==> src/design/wsla_pkg.sv <==
// Shared widths and codes for the wheel slip and tank level alarm.
// No dependencies; used by wheel_slip_and_level_alarm.
`default_nettype none
package wsla_pkg;

    localparam int DIVIDEND_W = 32;
    localparam int STEP_W     = $clog2(DIVIDEND_W);
    localparam int SPEED_W    = 16;
    localparam int RATIO_W    = 4;
    localparam int LEVEL_W    = 8;
    localparam int PROD_W     = SPEED_W + RATIO_W;
    localparam int CFG_IDX_W  = 3;
    localparam int CFG_DATA_W = 32;
    localparam int STOP_W     = 2;
    localparam int WARN_W     = 3;
    localparam int OUT_W      = 8;

    // register indexes
    localparam logic [CFG_IDX_W-1:0] REG_SPEED_EN  = 3'd0;
    localparam logic [CFG_IDX_W-1:0] REG_FIRST_K   = 3'd1;
    localparam logic [CFG_IDX_W-1:0] REG_SECOND_K  = 3'd2;
    localparam logic [CFG_IDX_W-1:0] REG_SLIP      = 3'd3;
    localparam logic [CFG_IDX_W-1:0] REG_LOW_THR   = 3'd4;
    localparam logic [CFG_IDX_W-1:0] REG_REARM_THR = 3'd5;

    // register reset values
    localparam logic [RATIO_W-1:0] SLIP_RESET  = 4'd2;
    localparam logic [LEVEL_W-1:0] LOW_RESET   = 8'd3;
    localparam logic [LEVEL_W-1:0] REARM_RESET = 8'd15;

    // stop codes
    localparam logic [STOP_W-1:0] STOP_NONE   = 2'd0;
    localparam logic [STOP_W-1:0] STOP_FIRST  = 2'd1;
    localparam logic [STOP_W-1:0] STOP_SECOND = 2'd2;

    // warning codes
    localparam logic [WARN_W-1:0] WARN_NONE        = 3'd0;
    localparam logic [WARN_W-1:0] WARN_FIRST_SLIP  = 3'd1;
    localparam logic [WARN_W-1:0] WARN_SECOND_SLIP = 3'd2;
    localparam logic [WARN_W-1:0] WARN_RIGHT_LOW   = 3'd3;
    localparam logic [WARN_W-1:0] WARN_LEFT_LOW    = 3'd4;

endpackage
`default_nettype wire

==> src/design/wheel_slip_and_level_alarm.sv <==
// Wheel slip and tank level alarm: top level with its shared divider and sequencer.
// Depends on wsla_pkg.
`default_nettype none
//
// Channel   Dir  Handshake                Payload
// --------  ---  -----------------------  ------------------------------------------
// s_axis    in   s_tvalid / s_tready      periods and tank levels
// m_axis    out  m_tvalid / m_tready      stop code, warning code
// cfg       in   cfg_valid / cfg_ready    register index, write data
//
// Sequence: with speed checking on, an accepted item goes through two 32-step
// restoring divisions on one shared subtract/compare unit, then a final step for
// the slip compare and level latches; with it off, it goes straight to that step.
// Reset clears the sequencer, the level latches and loads the register defaults.
// A result waits in the output register while the next item is accepted; the
// sequencer holds in its final step only if the previous result is still untaken.
// The configuration channel is always ready.
//
module wheel_slip_and_level_alarm #(
    parameter int FIRST_PERIOD_BITS  = 16,
    parameter int SECOND_PERIOD_BITS = 8
) (
    input  wire logic                                    clk,
    input  wire logic                                    rst_n,
    // slave stream
    input  wire logic                                    s_tvalid,
    output logic                                         s_tready,
    // tdata, low bit up: first_period, second_period, left_level, right_level, zero pad
    input  wire logic [((FIRST_PERIOD_BITS + SECOND_PERIOD_BITS + 2 * wsla_pkg::LEVEL_W
                          + 7) / 8) * 8 - 1:0]        s_tdata,
    // master stream
    output logic                                         m_tvalid,
    input  wire logic                                    m_tready,
    // tdata, low bit up: stop_code[1:0], warning_code[4:2], zero pad
    output logic [wsla_pkg::OUT_W-1:0]                   m_tdata,
    // configuration write channel
    input  wire logic                                    cfg_valid,
    output logic                                         cfg_ready,
    input  wire logic [wsla_pkg::CFG_IDX_W-1:0]          cfg_index,
    input  wire logic [wsla_pkg::CFG_DATA_W-1:0]         cfg_data
);

    localparam int F_W   = FIRST_PERIOD_BITS;
    localparam int S_W   = SECOND_PERIOD_BITS;
    localparam int L_W   = wsla_pkg::LEVEL_W;
    // shared divisor / remainder width
    localparam int DIV_W = (F_W > S_W) ? F_W : S_W;
    localparam int LEFT_LO  = F_W + S_W;
    localparam int RIGHT_LO = F_W + S_W + L_W;

    typedef enum logic [1:0] {
        ST_IDLE,
        ST_DIV,
        ST_FINISH
    } state_t;

    // ---------------------------------------------------------------- config
    logic                              speed_en_reg;
    logic [wsla_pkg::DIVIDEND_W-1:0]   first_k_reg;
    logic [wsla_pkg::DIVIDEND_W-1:0]   second_k_reg;
    logic [wsla_pkg::RATIO_W-1:0]      slip_reg;
    logic [L_W-1:0]                    low_thr_reg;
    logic [L_W-1:0]                    rearm_thr_reg;

    assign cfg_ready = 1'b1;

    always_ff @(posedge clk or negedge rst_n)
    begin
        if (!rst_n)
        begin
            speed_en_reg  <= 1'b0;
            first_k_reg   <= '0;
            second_k_reg  <= '0;
            slip_reg      <= wsla_pkg::SLIP_RESET;
            low_thr_reg   <= wsla_pkg::LOW_RESET;
            rearm_thr_reg <= wsla_pkg::REARM_RESET;
        end
        else if (cfg_valid)
        begin
            case (cfg_index)
                wsla_pkg::REG_SPEED_EN:  speed_en_reg  <= cfg_data[0];
                wsla_pkg::REG_FIRST_K:   first_k_reg   <= cfg_data;
                wsla_pkg::REG_SECOND_K:  second_k_reg  <= cfg_data;
                wsla_pkg::REG_SLIP:      slip_reg      <= cfg_data[wsla_pkg::RATIO_W-1:0];
                wsla_pkg::REG_LOW_THR:   low_thr_reg   <= cfg_data[L_W-1:0];
                wsla_pkg::REG_REARM_THR: rearm_thr_reg <= cfg_data[L_W-1:0];
                default: ;  // unmapped index, write dropped
            endcase
        end
    end

    // ---------------------------------------------------------------- datapath state
    state_t                              state_reg, state_next;
    logic [F_W-1:0]                      p1_reg, p1_next;
    logic [S_W-1:0]                      p2_reg, p2_next;
    logic [L_W-1:0]                      left_reg, left_next;
    logic [L_W-1:0]                      right_reg, right_next;
    logic                                sel_reg, sel_next;     // 0: first wheel, 1: second
    logic [wsla_pkg::STEP_W-1:0]         cnt_reg, cnt_next;
    logic [wsla_pkg::DIVIDEND_W-1:0]     quo_reg, quo_next;     // dividend shifts out, quotient in
    logic [DIV_W-1:0]                    rem_reg, rem_next;
    logic [wsla_pkg::SPEED_W-1:0]        v1_reg, v1_next;
    logic [wsla_pkg::SPEED_W-1:0]        v2_reg, v2_next;
    logic                                rlow_reg, rlow_next;
    logic                                llow_reg, llow_next;
    logic                                out_valid_reg, out_valid_next;
    logic [wsla_pkg::STOP_W-1:0]         out_stop_reg, out_stop_next;
    logic [wsla_pkg::WARN_W-1:0]         out_warn_reg, out_warn_next;

    // ---------------------------------------------------------------- shared divide step
    // Restoring step. A zero divisor always passes the compare, so the quotient
    // comes out all ones and its low half is the saturated speed 65535.
    logic [DIV_W-1:0]   divisor;
    logic [DIV_W:0]     rem_shift;
    logic [DIV_W:0]     rem_diff;
    logic               q_bit;

    assign divisor   = sel_reg ? DIV_W'(p2_reg) : DIV_W'(p1_reg);
    assign rem_shift = {rem_reg, quo_reg[wsla_pkg::DIVIDEND_W-1]};
    assign q_bit     = (rem_shift >= {1'b0, divisor});
    assign rem_diff  = rem_shift - {1'b0, divisor};

    // ---------------------------------------------------------------- result logic
    logic                           stop1, stop2;
    logic [wsla_pkg::STOP_W-1:0]    stop_code;
    logic [wsla_pkg::PROD_W-1:0]    lim1, lim2;
    logic [wsla_pkg::WARN_W-1:0]    slip_warn;

    assign stop1 = (p1_reg == {F_W{1'b1}});
    assign stop2 = (p2_reg == {S_W{1'b1}});

    always_comb
    begin
        if (stop1 && !stop2)
            stop_code = wsla_pkg::STOP_FIRST;
        else if (stop2 && !stop1)
            stop_code = wsla_pkg::STOP_SECOND;
        else
            stop_code = wsla_pkg::STOP_NONE;
    end

    // ratio times speed, full width
    assign lim1 = wsla_pkg::PROD_W'(slip_reg) * wsla_pkg::PROD_W'(v1_reg);
    assign lim2 = wsla_pkg::PROD_W'(slip_reg) * wsla_pkg::PROD_W'(v2_reg);

    always_comb
    begin
        slip_warn = wsla_pkg::WARN_NONE;
        if (speed_en_reg)
        begin
            if (wsla_pkg::PROD_W'(v2_reg) > lim1)
                slip_warn = wsla_pkg::WARN_FIRST_SLIP;
            else if (wsla_pkg::PROD_W'(v1_reg) > lim2)
                slip_warn = wsla_pkg::WARN_SECOND_SLIP;
        end
    end

    // ---------------------------------------------------------------- sequencer
    always_comb
    begin
        state_next     = state_reg;
        p1_next        = p1_reg;
        p2_next        = p2_reg;
        left_next      = left_reg;
        right_next     = right_reg;
        sel_next       = sel_reg;
        cnt_next       = cnt_reg;
        quo_next       = quo_reg;
        rem_next       = rem_reg;
        v1_next        = v1_reg;
        v2_next        = v2_reg;
        rlow_next      = rlow_reg;
        llow_next      = llow_reg;
        out_valid_next = out_valid_reg;
        out_stop_next  = out_stop_reg;
        out_warn_next  = out_warn_reg;

        // result taken
        if (out_valid_reg && m_tready)
            out_valid_next = 1'b0;

        case (state_reg)
            ST_IDLE:
            begin
                if (s_tvalid)
                begin
                    p1_next    = s_tdata[F_W-1:0];
                    p2_next    = s_tdata[F_W +: S_W];
                    left_next  = s_tdata[LEFT_LO +: L_W];
                    right_next = s_tdata[RIGHT_LO +: L_W];
                    sel_next   = 1'b0;
                    cnt_next   = wsla_pkg::STEP_W'(wsla_pkg::DIVIDEND_W - 1);
                    quo_next   = first_k_reg;
                    rem_next   = '0;
                    state_next = speed_en_reg ? ST_DIV : ST_FINISH;
                end
            end

            ST_DIV:
            begin
                rem_next = q_bit ? rem_diff[DIV_W-1:0] : rem_shift[DIV_W-1:0];
                quo_next = {quo_reg[wsla_pkg::DIVIDEND_W-2:0], q_bit};
                cnt_next = cnt_reg - 1'b1;
                if (cnt_reg == '0)
                begin
                    if (!sel_reg)
                    begin
                        v1_next  = quo_next[wsla_pkg::SPEED_W-1:0];
                        sel_next = 1'b1;
                        cnt_next = wsla_pkg::STEP_W'(wsla_pkg::DIVIDEND_W - 1);
                        quo_next = second_k_reg;
                        rem_next = '0;
                    end
                    else
                    begin
                        v2_next    = quo_next[wsla_pkg::SPEED_W-1:0];
                        state_next = ST_FINISH;
                    end
                end
            end

            ST_FINISH:
            begin
                // hold until the output register is free
                if (!out_valid_reg || m_tready)
                begin
                    out_valid_next = 1'b1;
                    out_stop_next  = stop_code;
                    out_warn_next  = slip_warn;
                    if (slip_warn == wsla_pkg::WARN_NONE)
                    begin
                        if (right_reg < low_thr_reg && !rlow_reg)
                        begin
                            rlow_next     = 1'b1;
                            out_warn_next = wsla_pkg::WARN_RIGHT_LOW;
                        end
                        else if (left_reg < low_thr_reg && !llow_reg)
                        begin
                            llow_next     = 1'b1;
                            out_warn_next = wsla_pkg::WARN_LEFT_LOW;
                        end
                        else
                        begin
                            // rearm only on a quiet item
                            if (right_reg >= rearm_thr_reg)
                                rlow_next = 1'b0;
                            if (left_reg >= rearm_thr_reg)
                                llow_next = 1'b0;
                        end
                    end
                    state_next = ST_IDLE;
                end
            end

            default:
                state_next = ST_IDLE;
        endcase
    end

    always_ff @(posedge clk or negedge rst_n)
    begin
        if (!rst_n)
        begin
            state_reg     <= ST_IDLE;
            p1_reg        <= '0;
            p2_reg        <= '0;
            left_reg      <= '0;
            right_reg     <= '0;
            sel_reg       <= 1'b0;
            cnt_reg       <= '0;
            quo_reg       <= '0;
            rem_reg       <= '0;
            v1_reg        <= '0;
            v2_reg        <= '0;
            rlow_reg      <= 1'b0;
            llow_reg      <= 1'b0;
            out_valid_reg <= 1'b0;
            out_stop_reg  <= wsla_pkg::STOP_NONE;
            out_warn_reg  <= wsla_pkg::WARN_NONE;
        end
        else
        begin
            state_reg     <= state_next;
            p1_reg        <= p1_next;
            p2_reg        <= p2_next;
            left_reg      <= left_next;
            right_reg     <= right_next;
            sel_reg       <= sel_next;
            cnt_reg       <= cnt_next;
            quo_reg       <= quo_next;
            rem_reg       <= rem_next;
            v1_reg        <= v1_next;
            v2_reg        <= v2_next;
            rlow_reg      <= rlow_next;
            llow_reg      <= llow_next;
            out_valid_reg <= out_valid_next;
            out_stop_reg  <= out_stop_next;
            out_warn_reg  <= out_warn_next;
        end
    end

    assign s_tready = (state_reg == ST_IDLE);
    assign m_tvalid = out_valid_reg;
    assign m_tdata  = {{(wsla_pkg::OUT_W - wsla_pkg::STOP_W - wsla_pkg::WARN_W){1'b0}},
                       out_warn_reg, out_stop_reg};

endmodule
`default_nettype wire

==> config.mk <==
export PLATFORM = sky130hd
export DESIGN_NAME = wheel_slip_and_level_alarm
export DESIGN_NICKNAME = d
export VERILOG_FILES = /design/src/design/wsla_pkg.sv /design/src/design/wheel_slip_and_level_alarm.sv
export SDC_FILE = /design/constraint.sdc
export NUM_CORES = 1
export LEC_CHECK = 0
export ABC_CLOCK_PERIOD_IN_PS = 9000
export BUFFER_PORTS_ARGS = -buffer_cell sky130_fd_sc_hd__buf_2
export CORE_AREA = 5 5 157 189
export CTS_CLUSTER_DIAMETER = 30
export DETAILED_ROUTE_END_ITERATION = 6
export DIE_AREA = 0 0 162 194
export PLACE_DENSITY = 0.76
export SLEW_MARGIN = 20
export SYNTH_ARGS = -nofsm -noshare
export SYNTH_HDL_FRONTEND = slang
export SYNTH_SLANG_ARGS = --single-unit
export TNS_END_PERCENT = 5
==> constraint.sdc <==
create_clock -name clk -period 9 [get_ports clk]
set_input_delay 0.9 -clock clk [delete_from_list [all_inputs] [get_ports clk]]
set_output_delay 0.9 -clock clk [all_outputs]
set_load 0.005 [all_outputs]
==> After elaboration in Yosys (flattened, before gate mapping) <==
Cells that the tools add are included.
{ "word_totals": {"regBits": 221, "wordCells": 121, "output_inout_bits": 11} }
{ "classes": {"magnitude_cmp": 7, "mux": 39, "eq_ne": 14, "n_reduce_logical": 33, "bitwise": 2, "n_addsub": 2, "n_mul": 2} }
{ "op_table": {"columns": ["operator", "count"], "rows": [
  ["$mux 32", 3],
  ["$mux 16", 5],
  ["$pmux 32 s2", 1],
  ["$gt 16x20->1", 2],
  ["$mul 4x16->20", 2],
  ["$pmux 16 s2", 1],
  ["$mux 2", 10],
  ["$reduce_and 2->1", 9],
  ["$ge 17x16->1", 1],
  ["$eq 16x16->1 const B", 1],
  ["$ge 8x8->1", 2],
  ["$lt 8x8->1", 2],
  ["$sub 16x16->16", 1],
  ["$mux 5", 3],
  ["$mux 1", 10],
  ["$ne 2x2->1 const B", 5],
  ["$pmux 5 s2", 1],
  ["$reduce_and 5->1", 2],
  ["$mux 3", 3],
  ["$reduce_and 3->1", 3],
  ["$eq 8x8->1 const B", 1],
  ["$eq 3x2->1 const B", 2],
  ["$eq 3x3->1 const B", 2],
  ["$logic_not 3->1", 2],
  ["14 further kinds", 25]
]} }

==> Longest topological paths before layout <==
{ "depth": {"ltp_word": 8, "depth_mapped": 23, "ltp_nobuf": 22} }

==> Least setup slack after synthesis <==
Ideal clock, no wire load.
{ "synth_timing": {"path_type": "flip-flop to flip-flop", "start": "reg slip_reg[1] in the netlist's numbering", "end": "reg llow_reg", "setup_time_ns": 0.126, "path_slack_ns": 3.635, "path_stages_with_launch": 22, "t_arrival_ns": 5.238, "cell_sequence": "dfstp_2 > clkbuf_1 > nand2_1 > fa_1 > fa_1 > inv_1 > fa_1 > a21o_1 > a21oi_1 > o21ai_0 > o31ai_1 > a21oi_1 > a21oi_1 > xor2_1 > ha_1 > nand4_1 > a21oi_1 > a221o_1 > nand4_1 > nor3_2 > o31a_1 > a311o_1"} }
{ "synth_between": {"elab_chain_cells": 7} }
{ "synth_lines": {"columns": ["element", "line", "rtl"], "rows": [
  ["from (decl)", "wheel_slip_and_level_alarm.sv:61", "logic [wsla_pkg::RATIO_W-1:0] slip_reg;"],
  ["from (signal assigned)", "wheel_slip_and_level_alarm.sv:74", "slip_reg <= wsla_pkg::SLIP_RESET;"],
  ["from (signal assigned)", "wheel_slip_and_level_alarm.sv:84", "wsla_pkg::REG_SLIP: slip_reg <= cfg_data[wsla_pkg::RATIO_W-1:0];"],
  ["$mul 4x16->20", "wheel_slip_and_level_alarm.sv:144", "assign lim2 = wsla_pkg::PROD_W'(slip_reg) * wsla_pkg::PROD_W'(v2_reg);"],
  ["$gt 16x20->1", "wheel_slip_and_level_alarm.sv:153", "else if (wsla_pkg::PROD_W'(v1_reg) > lim2)"],
  ["$mux 2", "wheel_slip_and_level_alarm.sv:153", null],
  ["$mux 2 *", "wheel_slip_and_level_alarm.sv:151", "if (wsla_pkg::PROD_W'(v2_reg) > lim1)"],
  ["$mux 2 *", "wheel_slip_and_level_alarm.sv:149", "if (speed_en_reg)"],
  ["$logic_not 3->1 *", "wheel_slip_and_level_alarm.sv:230", "if (slip_warn == wsla_pkg::WARN_NONE)"],
  ["$reduce_and 5->1 (no line) *", null, null],
  ["to (signal assigned)", "wheel_slip_and_level_alarm.sv:295", "llow_reg <= llow_next;"],
  ["to (decl)", "wheel_slip_and_level_alarm.sv:105", "logic llow_reg, llow_next;"]
]} }
Every way passes the cells marked *; elsewhere a longest branch is shown, timed or not.
A chain may end at the register's enable or synchronous reset.

==> Final worst setup path <==
{ "layout_timing": {"start": "reg slip_reg[3] in the netlist's numbering", "end": "reg llow_reg"} }
The elaborated chain is that of the path after synthesis.

==> impl_metrics.ini <==
[critical_path]
worstPathMaxFanout = 33
r2r_slack_ns = 2.87
cp.arrival_ns = 6.49
criticalPathCategory = register to register
cp-start-kind = register
cp-end-kind = register
cp.required_ns = 9.36

[global_routing]
antenna_found_initial = 0
grt_max_degree = 139
use_met1 = 0.2669
overflow = 0
use_met3 = 0.02552
busiest_layer = met2
grt_first_pass_wirelength_um = 57440
grt_pass1_vias = 11780
grtUsageMet2 = 0.3871
grt_use_total = 0.2173

[yosys]
yosysSeqAreaShare = 0.3710
syn-cell-area_um2 = 14930
yosysWarningCount = 0
synthTopCellsByArea = dfrtp_1, mux2_2, ha_1, fa_1, and2_1
syn-instance-count = 1486
yosysUniqueCellTypes = 60
ys.flop_type = dfrtp_1
synthTopCellsByCount = dfrtp_1, mux2_2, inv_1
synth_largest_area_cell = dfrtp_1
async_flop_share = 1.000
yosysTopAreaCellShare = 0.3586
postSynthAreaPerCell_um2 = 10.05
synth_edf_count = 0
yosys_register_bits = 221
synth.most_common_cell = dfrtp_1

[power_and_ir_drop]
p_leak_nw = 8.081
powerDensity_nw_per_um2 = 248.7
p_total_mw = 4.207
ir_worst_vdd_v = 0.0002117

[timing]
slew_headroom = 0.2618
fmax_ghz = 0.1632
hold_viol_final = 0
setup_viol = 0
drv_slew = 0
fin_crit_ns = 6.128
finalSetupTns_ns = 0
finalCritPeriodShare = 0.6808
worst_slew_pin_slew_ns = 1.105
grt_setup_unrepaired = false
finClkSkew_ns = 0.02140

[floorplanning]
die_area_um2 = 31430
die_height_um = 194
die_w_um = 162
core-area_um2 = 27660
row_count = 67
io_pins = 91
initial_core_util = 0.5398

[final_layout]
diodes = 0
seq_area_um2 = 5539
area.growth.synth_to_final_pct = 13.31
drive_above_1_share = 0.2074
fillers = 2236
finalNetCount = 1826
multiInputGateArea_um2 = 8656

[clock_tree]
path_clk_slew_ns = 0.06
max-clock-path-buffers = 3
cts_num_sinks = 221
post_cts_buffers = 0
cts_root_buffer = clkbuf_16
cts_buffers = 34
ctsHoldBuffers = 0
cts_resized = 0
clock_latency_ns = 0.50
cts.htree.levels = 2
tritoncts = yes

[route]
dr.pass1.iters = 5
routedWlPerCell_um = 17.33
viasPerCell = 5.811
drcViolationCount = 0
totalWireLength_um = 33460
vias = 11220
drt_iter0_drc = 680
postRouteAntennaNets = 0

[hold_path]
hp-class = input port to asynchronous set/reset pin

[run_status]
status = finished clean

[place]
routabilityCongestion = 0.9103
hpwl_um = 24010
portBuffers = 86

[job]
drv_cap = 0
==> metrics by stage <==
stage	area [um^2]	util	hold WS (ns)	cells	setup slack [ns]
final	16920	0.6116	0.3648	1931	2.872
after global routing	16920	0.6116	0.4194	1931	2.349
after CTS	16890	0.6104	0.4969	1930	2.876
after detailed placement	15670	0.5665	0.4867	1870	2.907
after global placement	15670	0.5664	0.4791	1870	3.108
after floorplan	14940	-	0.4621	1488	3.635
==> cells by family after synthesis <==
logic type	after synthesis	share of synthesized area
compound gates	313	0.1283
simple gates	368	0.1244
flops	221	0.3710
mux	157	0.1180
fa+ha+maj	184	0.1828
other cells	2	0.0005030
buf+inv	201	0.05153
xor+xnor	40	0.02346
==> final cells by class <==
class | instances | area share
Multi-Input combinational cell | 1066 | 0.5116
Sequential cell | 221 | 0.3274
Timing Repair Buffer | 96 | 0.03187
Tap cell | 345 | 0.02551
Clock inverter | 21 | 0.01804
Clock buffer | 39 | 0.05384
Inverter | 143 | 0.03173
==> final timing paths <==
| path | startpoint | endpoint | depth (start not counted) |
|---|---|---|---|
| max | slip_reg[3]$_DFFE_PN0P_ | llow_reg$_DFFE_PN0P_ | 20 |
| min | rst_n | second_k_reg[26]$_DFFE_PN0P_ | 1 |
| max reg2reg | slip_reg[3]$_DFFE_PN0P_ | llow_reg$_DFFE_PN0P_ | 20 |
| min reg2reg | out_stop_reg[0]$_DFFE_PN0P_ | out_stop_reg[0]$_DFFE_PN0P_ | 2 |
| max in group asynchronous | rst_n | out_stop_reg[0]$_DFFE_PN0P_ | 3 |
| min in group clk | out_stop_reg[0]$_DFFE_PN0P_ | out_stop_reg[0]$_DFFE_PN0P_ | 2 |
==> layout by cell type, fill, tap and decap left out, types with 7 or more instances in the layout <==
cell,n
nand4_1,17
mux2i_1,8
o21bai_1,7
dfstp_2,7
nor2_1,70
a21o_1,28
a21oi_1,88
a31oi_1,7
nand2b_1,19
buf_2,85
clkbuf_16,35
and2_1,85
buf_4,8
fa_1,57
o21ai_0,96
nor2b_1,13
xnor2_1,20
inv_1,143
a211oi_1,8
nor3_1,8
nor4_1,10
a22oi_1,32
xor2_1,20
nand2_1,105
dfrtp_1,214
mux2_2,148
ha_1,127
nand3_1,16
==> worst max-delay path: stages (launching register included) <==
cell,delay (ns)
dfrtp_1,0.92
nand2_1,0.19
fa_1,0.55
fa_1,0.54
inv_1,0.07
fa_1,0.46
a21o_1,0.18
a21oi_1,0.22
o21ai_0,0.19
o31ai_1,0.48
a21oi_1,0.17
a21oi_1,0.22
xor2_1,0.09
ha_1,0.30
nand4_1,0.12
o41ai_1,0.38
nor3_1,0.09
nand4_1,0.12
nor3_2,0.08
o31a_1,0.31
a311o_1,0.32
==> power breakdown <==
group / switching [mW] / internal (mW) / total (mW)
logic: 0.682 / 0.567 / 1.25
clock network: 0.479 / 0.909 / 1.39
registers: 0.266 / 1.30 / 1.57
==> routing by layer <==
| layer | up-vias | wire length (um) |
|---|---|---|
| met5 | - | 0 |
| met4 | 0 | 1452 |
| met3 | 90 | 1253 |
| met2 | 260 | 17360 |
| met1 | 5573 | 13390 |
| li1 | 5298 | - |
Note: power is estimated with default switching activity, not from simulation.
